## config.mk

```make
export PLATFORM = sky130hd
export DESIGN_NAME = iefp_ctrl
export DESIGN_NICKNAME = d
export VERILOG_FILES = /design/src/rtl/core/iefp_pkg.sv /design/src/rtl/core/iefp_ctrl.sv
export SDC_FILE = /design/constraint.sdc
export NUM_CORES = 1
export LEC_CHECK = 0
export BUFFER_PORTS_ARGS = -buffer_cell sky130_fd_sc_hd__buf_2
export CAP_MARGIN = 20
export CORE_MARGIN = 8
export CORE_UTILIZATION = 35
export CTS_CLUSTER_DIAMETER = 100
export DETAILED_ROUTE_END_ITERATION = 7
export HOLD_SLACK_MARGIN = 0.08
export PLACE_DENSITY = 0.68
export REMOVE_ABC_BUFFERS = 1
export SLEW_MARGIN = 20
export SYNTH_ARGS = -nofsm -noshare
export SYNTH_HDL_FRONTEND = slang
export SYNTH_SLANG_ARGS = --single-unit
```

## constraint.sdc

```tcl
create_clock -name clk -period 4.42 [get_ports clk]
set_input_delay 0.884 -clock clk [delete_from_list [all_inputs] [get_ports clk]]
set_output_delay 0.884 -clock clk [all_outputs]
set_load 0.01 [all_outputs]
```

## src/rtl/core/iefp_pkg.sv

```systemverilog
package iefp_pkg;

	localparam int BUFFER_DEPTH_DEF = 40;
	localparam int MAX_PAYLOAD_DEF  = 24;

	localparam logic [7:0] SYNC_BYTE     = 8'h55;
	localparam logic [7:0] FIX_ID_LOW    = 8'h51;
	localparam logic [7:0] FIX_ID_HIGH   = 8'h53;
	localparam logic [7:0] VAR_EULER_ID  = 8'h01;
	localparam logic [7:0] VAR_EULER_LEN = 8'd6;
	localparam int         FIX_SIZE      = 11;
	localparam int         VAR_OVERHEAD  = 5;
	localparam logic [13:0] COUNT_LIMIT  = 14'd9999;

	localparam logic [1:0] CMD_BYTE   = 2'd0;
	localparam logic [1:0] CMD_ZERO   = 2'd1;
	localparam logic [1:0] CMD_ERR    = 2'd2;
	localparam logic [1:0] CMD_UNUSED = 2'd3;

	localparam logic [2:0] ERR_KIND_MAX = 3'd4;
	localparam logic [2:0] ERR_CODE_BRK = 3'd5;

	typedef enum logic [1:0] {
		ID_RDATA,
		ID_VAR,
		ID_FRAME
	} id_src_t;

	typedef struct packed {
		logic [1:0] cmd;
		logic [7:0] data_byte;
		logic [2:0] error_kind;
	} in_item_t;

	typedef struct packed {
		logic signed [15:0] roll_cdeg;
		logic signed [15:0] pitch_cdeg;
		logic signed [15:0] yaw_rel_cdeg;
		logic               angle_valid;
		logic [15:0]        rx_bytes;
		logic [13:0]        angle_frames;
		logic [13:0]        bad_frames;
		logic [7:0]         last_frame_id;
		logic [2:0]         last_error;
		logic [31:0]        recent_bytes;
	} out_item_t;

	typedef struct packed {
		logic       push;
		logic       yaw_zero;
		logic       line_err;
		logic       off_set;
		logic [1:0] off_val;
		logic       off_inc;
		logic       latch_second;
		logic       latch_id;
		logic       start_sum;
		logic       frame_var;
		logic       sum_step;
		logic       drop1;
		logic       drop_frame;
		logic       bad_inc;
		logic       id_rec;
		id_src_t    id_src;
		logic       conv_en;
		logic [1:0] conv_idx;
		logic       load_out;
	} dp_cmd_t;

	typedef struct packed {
		logic cnt_zero;
		logic cnt_lt2;
		logic cnt_lt4;
		logic cnt_lt_fix;
		logic cnt_lt_var;
		logic byte_sync;
		logic byte_fix_id;
		logic len_big;
		logic at_end;
		logic sum_ok;
		logic euler;
		logic out_free;
	} dp_sts_t;

endpackage

```

## src/rtl/core/iefp_ctrl.sv

```systemverilog
module iefp_ctrl (
	input  logic              clk,
	input  logic              arst_n,
	input  logic              in_valid,
	input  logic [1:0]        in_cmd,
	output logic              in_ready,
	input  iefp_pkg::dp_sts_t sts,
	output iefp_pkg::dp_cmd_t cmd
);
	typedef enum logic [3:0] {
		ST_IDLE,
		ST_SCAN,
		ST_B0,
		ST_B1,
		ST_B2,
		ST_B3,
		ST_SUM,
		ST_CONV,
		ST_DONE
	} state_t;

	state_t     state_q, state_d;
	logic [1:0] conv_q;

	assign in_ready = state_q == ST_IDLE;

	always_comb begin
		cmd      = '0;
		cmd.id_src = iefp_pkg::ID_RDATA;
		cmd.conv_idx = conv_q;
		state_d  = state_q;
		case (state_q)
			ST_IDLE: begin
				if (in_valid) begin
					state_d = ST_DONE;
					case (in_cmd)
						iefp_pkg::CMD_BYTE: begin
							cmd.push = 1'b1;
							state_d  = ST_SCAN;
						end
						iefp_pkg::CMD_ZERO: cmd.yaw_zero = 1'b1;
						iefp_pkg::CMD_ERR:  cmd.line_err = 1'b1;
						default: ;
					endcase
				end
			end
			ST_SCAN: begin
				if (sts.cnt_zero) begin
					state_d = ST_DONE;
				end else begin
					cmd.off_set = 1'b1;
					cmd.off_val = 2'd0;
					state_d     = ST_B0;
				end
			end
			ST_B0: begin
				if (!sts.byte_sync) begin
					cmd.drop1 = 1'b1;
					state_d   = ST_SCAN;
				end else if (sts.cnt_lt2) begin
					state_d = ST_DONE;
				end else begin
					cmd.off_set = 1'b1;
					cmd.off_val = 2'd1;
					state_d     = ST_B1;
				end
			end
			ST_B1: begin
				cmd.latch_second = 1'b1;
				if (sts.byte_sync) begin
					if (sts.cnt_lt4) begin
						state_d = ST_DONE;
					end else begin
						cmd.off_set = 1'b1;
						cmd.off_val = 2'd2;
						state_d     = ST_B2;
					end
				end else if (!sts.byte_fix_id) begin
					cmd.id_rec  = 1'b1;
					cmd.bad_inc = 1'b1;
					cmd.drop1   = 1'b1;
					state_d     = ST_SCAN;
				end else if (sts.cnt_lt_fix) begin
					state_d = ST_DONE;
				end else begin
					cmd.start_sum = 1'b1;
					cmd.off_set   = 1'b1;
					cmd.off_val   = 2'd0;
					state_d       = ST_SUM;
				end
			end
			ST_B2: begin
				cmd.latch_id = 1'b1;
				cmd.off_set  = 1'b1;
				cmd.off_val  = 2'd3;
				state_d      = ST_B3;
			end
			ST_B3: begin
				if (sts.len_big) begin
					cmd.id_rec  = 1'b1;
					cmd.id_src  = iefp_pkg::ID_VAR;
					cmd.bad_inc = 1'b1;
					cmd.drop1   = 1'b1;
					state_d     = ST_SCAN;
				end else if (sts.cnt_lt_var) begin
					state_d = ST_DONE;
				end else begin
					cmd.start_sum = 1'b1;
					cmd.frame_var = 1'b1;
					cmd.off_set   = 1'b1;
					cmd.off_val   = 2'd0;
					state_d       = ST_SUM;
				end
			end
			ST_SUM: begin
				if (sts.at_end) begin
					cmd.id_rec     = 1'b1;
					cmd.id_src     = iefp_pkg::ID_FRAME;
					cmd.bad_inc    = !sts.sum_ok;
					cmd.drop_frame = 1'b1;
					state_d        = (sts.sum_ok && sts.euler) ? ST_CONV : ST_SCAN;
				end else begin
					cmd.sum_step = 1'b1;
					cmd.off_inc  = 1'b1;
				end
			end
			ST_CONV: begin
				cmd.conv_en = 1'b1;
				if (conv_q == 2'd2) begin
					state_d = ST_SCAN;
				end
			end
			ST_DONE: begin
				if (sts.out_free) begin
					cmd.load_out = 1'b1;
					state_d      = ST_IDLE;
				end
			end
			default: state_d = ST_IDLE;
		endcase
	end

	always_ff @(posedge clk or negedge arst_n) begin
		if (!arst_n) begin
			state_q <= ST_IDLE;
			conv_q  <= '0;
		end else begin
			state_q <= state_d;
			if (state_q == ST_CONV) begin
				conv_q <= (conv_q == 2'd2) ? 2'd0 : conv_q + 2'd1;
			end
		end
	end

`ifndef SYNTHESIS
	a_conv_seq: assert property (@(posedge clk) disable iff (!arst_n)
		state_q == ST_CONV && conv_q == 2'd2 |=> state_q == ST_SCAN && conv_q == 2'd0)
		else $error("decode sequence did not finish");
	a_accept_idle: assert property (@(posedge clk) disable iff (!arst_n)
		in_valid && in_ready |=> state_q != ST_IDLE)
		else $error("accepted item produced no status");
	a_load_once: assert property (@(posedge clk) disable iff (!arst_n)
		cmd.load_out |=> state_q == ST_IDLE)
		else $error("status loaded outside completion");
`endif

endmodule

```

==> flow_summary.json <==
{
  "synth_top_cell_area_share": 0.2344,
  "cts_resized": 0,
  "cts_tree": "yes",
  "drtIter0Drc": 19,
  "post_drt_via_cell_ratio": 5.331,
  "post_synth_num_cell_types": 34,
  "gp_congestion": 0.8357,
  "htree_levels": 1,
  "clock_skew_ns": 0.004940,
  "max-vdd-ir-drop_mv": 0.1584,
  "setup_viol": 0,
  "ys_seq_area_frac": 0.2344,
  "cts_root_buf": "clkbuf_4",
  "start_util": 0.3710,
  "avgSynthCellArea_um2": 7.363,
  "portBuffers": 39,
  "drive_above_1_share": 0.3821,
  "post-route-util": 0.4913,
  "combPwrFrac": 0.412,
  "cp.required_ns": 3.54,
  "overflow": 0,
  "cp.arrival_ns": 2.04,
  "grt_pass1_vias": 789,
  "io_pins": 40,
  "cts_buffer_depth": 2,
  "grt_usage": 0.1249,
  "switchingPower_mw": 0.09383,
  "setup.worst_path.start_class": "primary input",
  "hp-class": "primary input to async pin",
  "yosysWarnings": 0,
  "setup.worst_path.end_class": "output port",
  "postSynthCellCount": 87,
  "finalSetupTns_ns": 0,
  "final_antenna_net_count": 0,
  "rsz0062_at_grt": "false",
  "antenna_found_initial": 0,
  "fin_crit_sh": 0.6612,
  "wire_per_inst_um": 14.04,
  "clk_latency_ns": 0.24,
  "rows": 15,
  "clkSlewWorstSetupHoldPaths_ns": 0.05,
  "worstSetupPathType": "primary input to output port",
  "die_x_um": 58.78,
  "areaGrowthSynthToFinish_pct": 32.42,
  "cts_buffers": 3,
  "switching_share": 0.3973,
  "min_period_ns": 2.923,
  "slew_headroom": 0.6777,
  "die_y_um": 58.78,
  "internal-power_mw": 0.1423,
  "p_leak_nw": 0.4646,
  "drv_slew": 0,
  "status": "finished clean",
  "mostFrequentLayoutCells": "39 x buf_2, 9 x nand2_1, 8 x nor2_1, 7 x nor3_1",
  "syn_area_um2": 640.6,
  "critPathMaxFanout": 8,
  "seqPwrFrac": 0.376,
  "timing.final.hold_violations": 0,
  "hpwl_um": 1726,
  "power_mw": 0.2362,
  "tightest_slew_ns": 0.4712,
  "cts_sinks": 6,
  "placedCellCount": 145,
  "yosys.area.top_type": "dfrtp_1",
  "ys_ff_latch": 6,
  "post_cts.repair.setup_buffers": 0,
  "num_vias": 789,
  "nets": 142,
  "grt_pass1_wl_um": 3450,
  "n_antenna_cell": 0,
  "drt-pass1-iter-count": 4,
  "max_cap_violations": 0,
  "p_per_area_nw_per_um2": 278.4,
  "finalWirelength_um": 2078,
  "ys_top_cells_by_area": "dfrtp_1 23%, nor3_1 5.5%, nand2_1 5.3%",
  "die-area_um2": 3455,
  "p_clk_frac": 0.212,
  "final_common_cell": "buf_2",
  "fp.coreArea_um2": 1727,
  "grt_max_degree": 15,
  "drc": 0,
  "fin_cells": 148,
  "cts_hold_buf": 0,
  "max_freq_mhz": 342.2
}
## per-stage QoR
step	area [µm²]	hold WS [ns]	setup slack, ns
after floorplan	599.3	0.5549	1.744
after global placement	825.8	0.5445	1.499
after detailed placement	825.8	0.5694	1.486
after CTS	848.3	0.4525	1.488
after global routing	848.3	0.4503	1.399
final	848.3	0.4503	1.497
## state kept, by name (all words and copies together) (netlist names)
signal and cells:
conv_q 2, state_q 4
## final cells by class
| class | count | area (µm²) |
|---|---|---|
| inverters | 5 | 18.77 |
| well taps | 25 | 31.28 |
| clock buffers | 3 | 22.52 |
| multi-input cells | 70 | 430.4 |
| flip-flops and latches | 6 | 150.1 |
| repair buffers | 39 | 195.2 |
| fillers | 187 | 878.3 |
## synthesized netlist by cell type
cell	n
nand4b_1	1
o211ai_1	2
nor3_4	1
nand3b_1	4
and4bb_2	1
buf_6	1
dfrtp_1	6
a21oi_1	2
a2111oi_0	1
and4b_1	1
nand2b_1	5
a21boi_1	1
nand3_1	3
or3_1	2
and3b_1	1
nor4_1	1
or2_2	1
o22ai_1	2
and3_1	2
mux2_2	1
a31o_2	1
nor3_1	7
nand4bb_1	1
nand2_1	9
and2_1	1
a311oi_1	1
nor3b_1	2
a22oi_1	1
buf_4	2
inv_1	5
o21ai_0	6
buf_2	3
nor2_1	8
a221oi_1	1
## power by group through the flow
stage | Clock (mW) | Combinational [mW] | Sequential [mW]
floorplan | 0 | 0.0656 | 0.0806
CTS | 0.0512 | 0.0977 | 0.0890
finish | 0.0502 | 0.0972 | 0.0888
global placement | 0 | 0.0970 | 0.0897
global route | 0.0551 | 0.109 | 0.0924
detailed placement | 0 | 0.0976 | 0.0896
## final timing paths
kind                                          end  slack [ns]  cells after the start                    from
max                                        cmd[7]        1.50                      6                  sts[6]
min in group clk            conv_q[1]$_DFFE_PN0N_        0.56                      1   conv_q[1]$_DFFE_PN0N_
max in group asynchronous  state_q[3]$_DFFE_PN0P_        3.83                      1                  arst_n
max reg2reg                state_q[1]$_DFFE_PN0P_        2.74                      4  state_q[3]$_DFFE_PN0P_
min                         conv_q[0]$_DFFE_PN0N_        0.45                      1                  arst_n
min reg2reg                 conv_q[1]$_DFFE_PN0N_        0.56                      1   conv_q[1]$_DFFE_PN0N_
## critical path: stages
cell      delay [ns]
buf_2           0.14
or3_1           0.31
or3_1           0.32
a21boi_1        0.15
o21ai_0         0.07
buf_2           0.15
## per-layer routing
| layer | part of all wire | global-route usage | up-vias |
|---|---|---|---|
| li1 | - | - | 395 |
| met1 | 0.41 | 0.1379 | 359 |
| met2 | 0.51 | 0.2227 | 35 |
| met3 | 0.083 | 0.03478 | 0 |
| met4 | 0 | 0.04096 | 0 |
| met5 | 0 | 0 | - |
## cell families after synthesis
| family | share of synthesized area |
|---|---|
| and+or+nand+nor | 0.4707 |
| buffers and inverters | 0.09374 |
| AOI/OAI and AO/OA | 0.1836 |
| muxes | 0.01758 |
| DFF | 0.2344 |
Note: power is estimated with default switching activity, not from simulation.
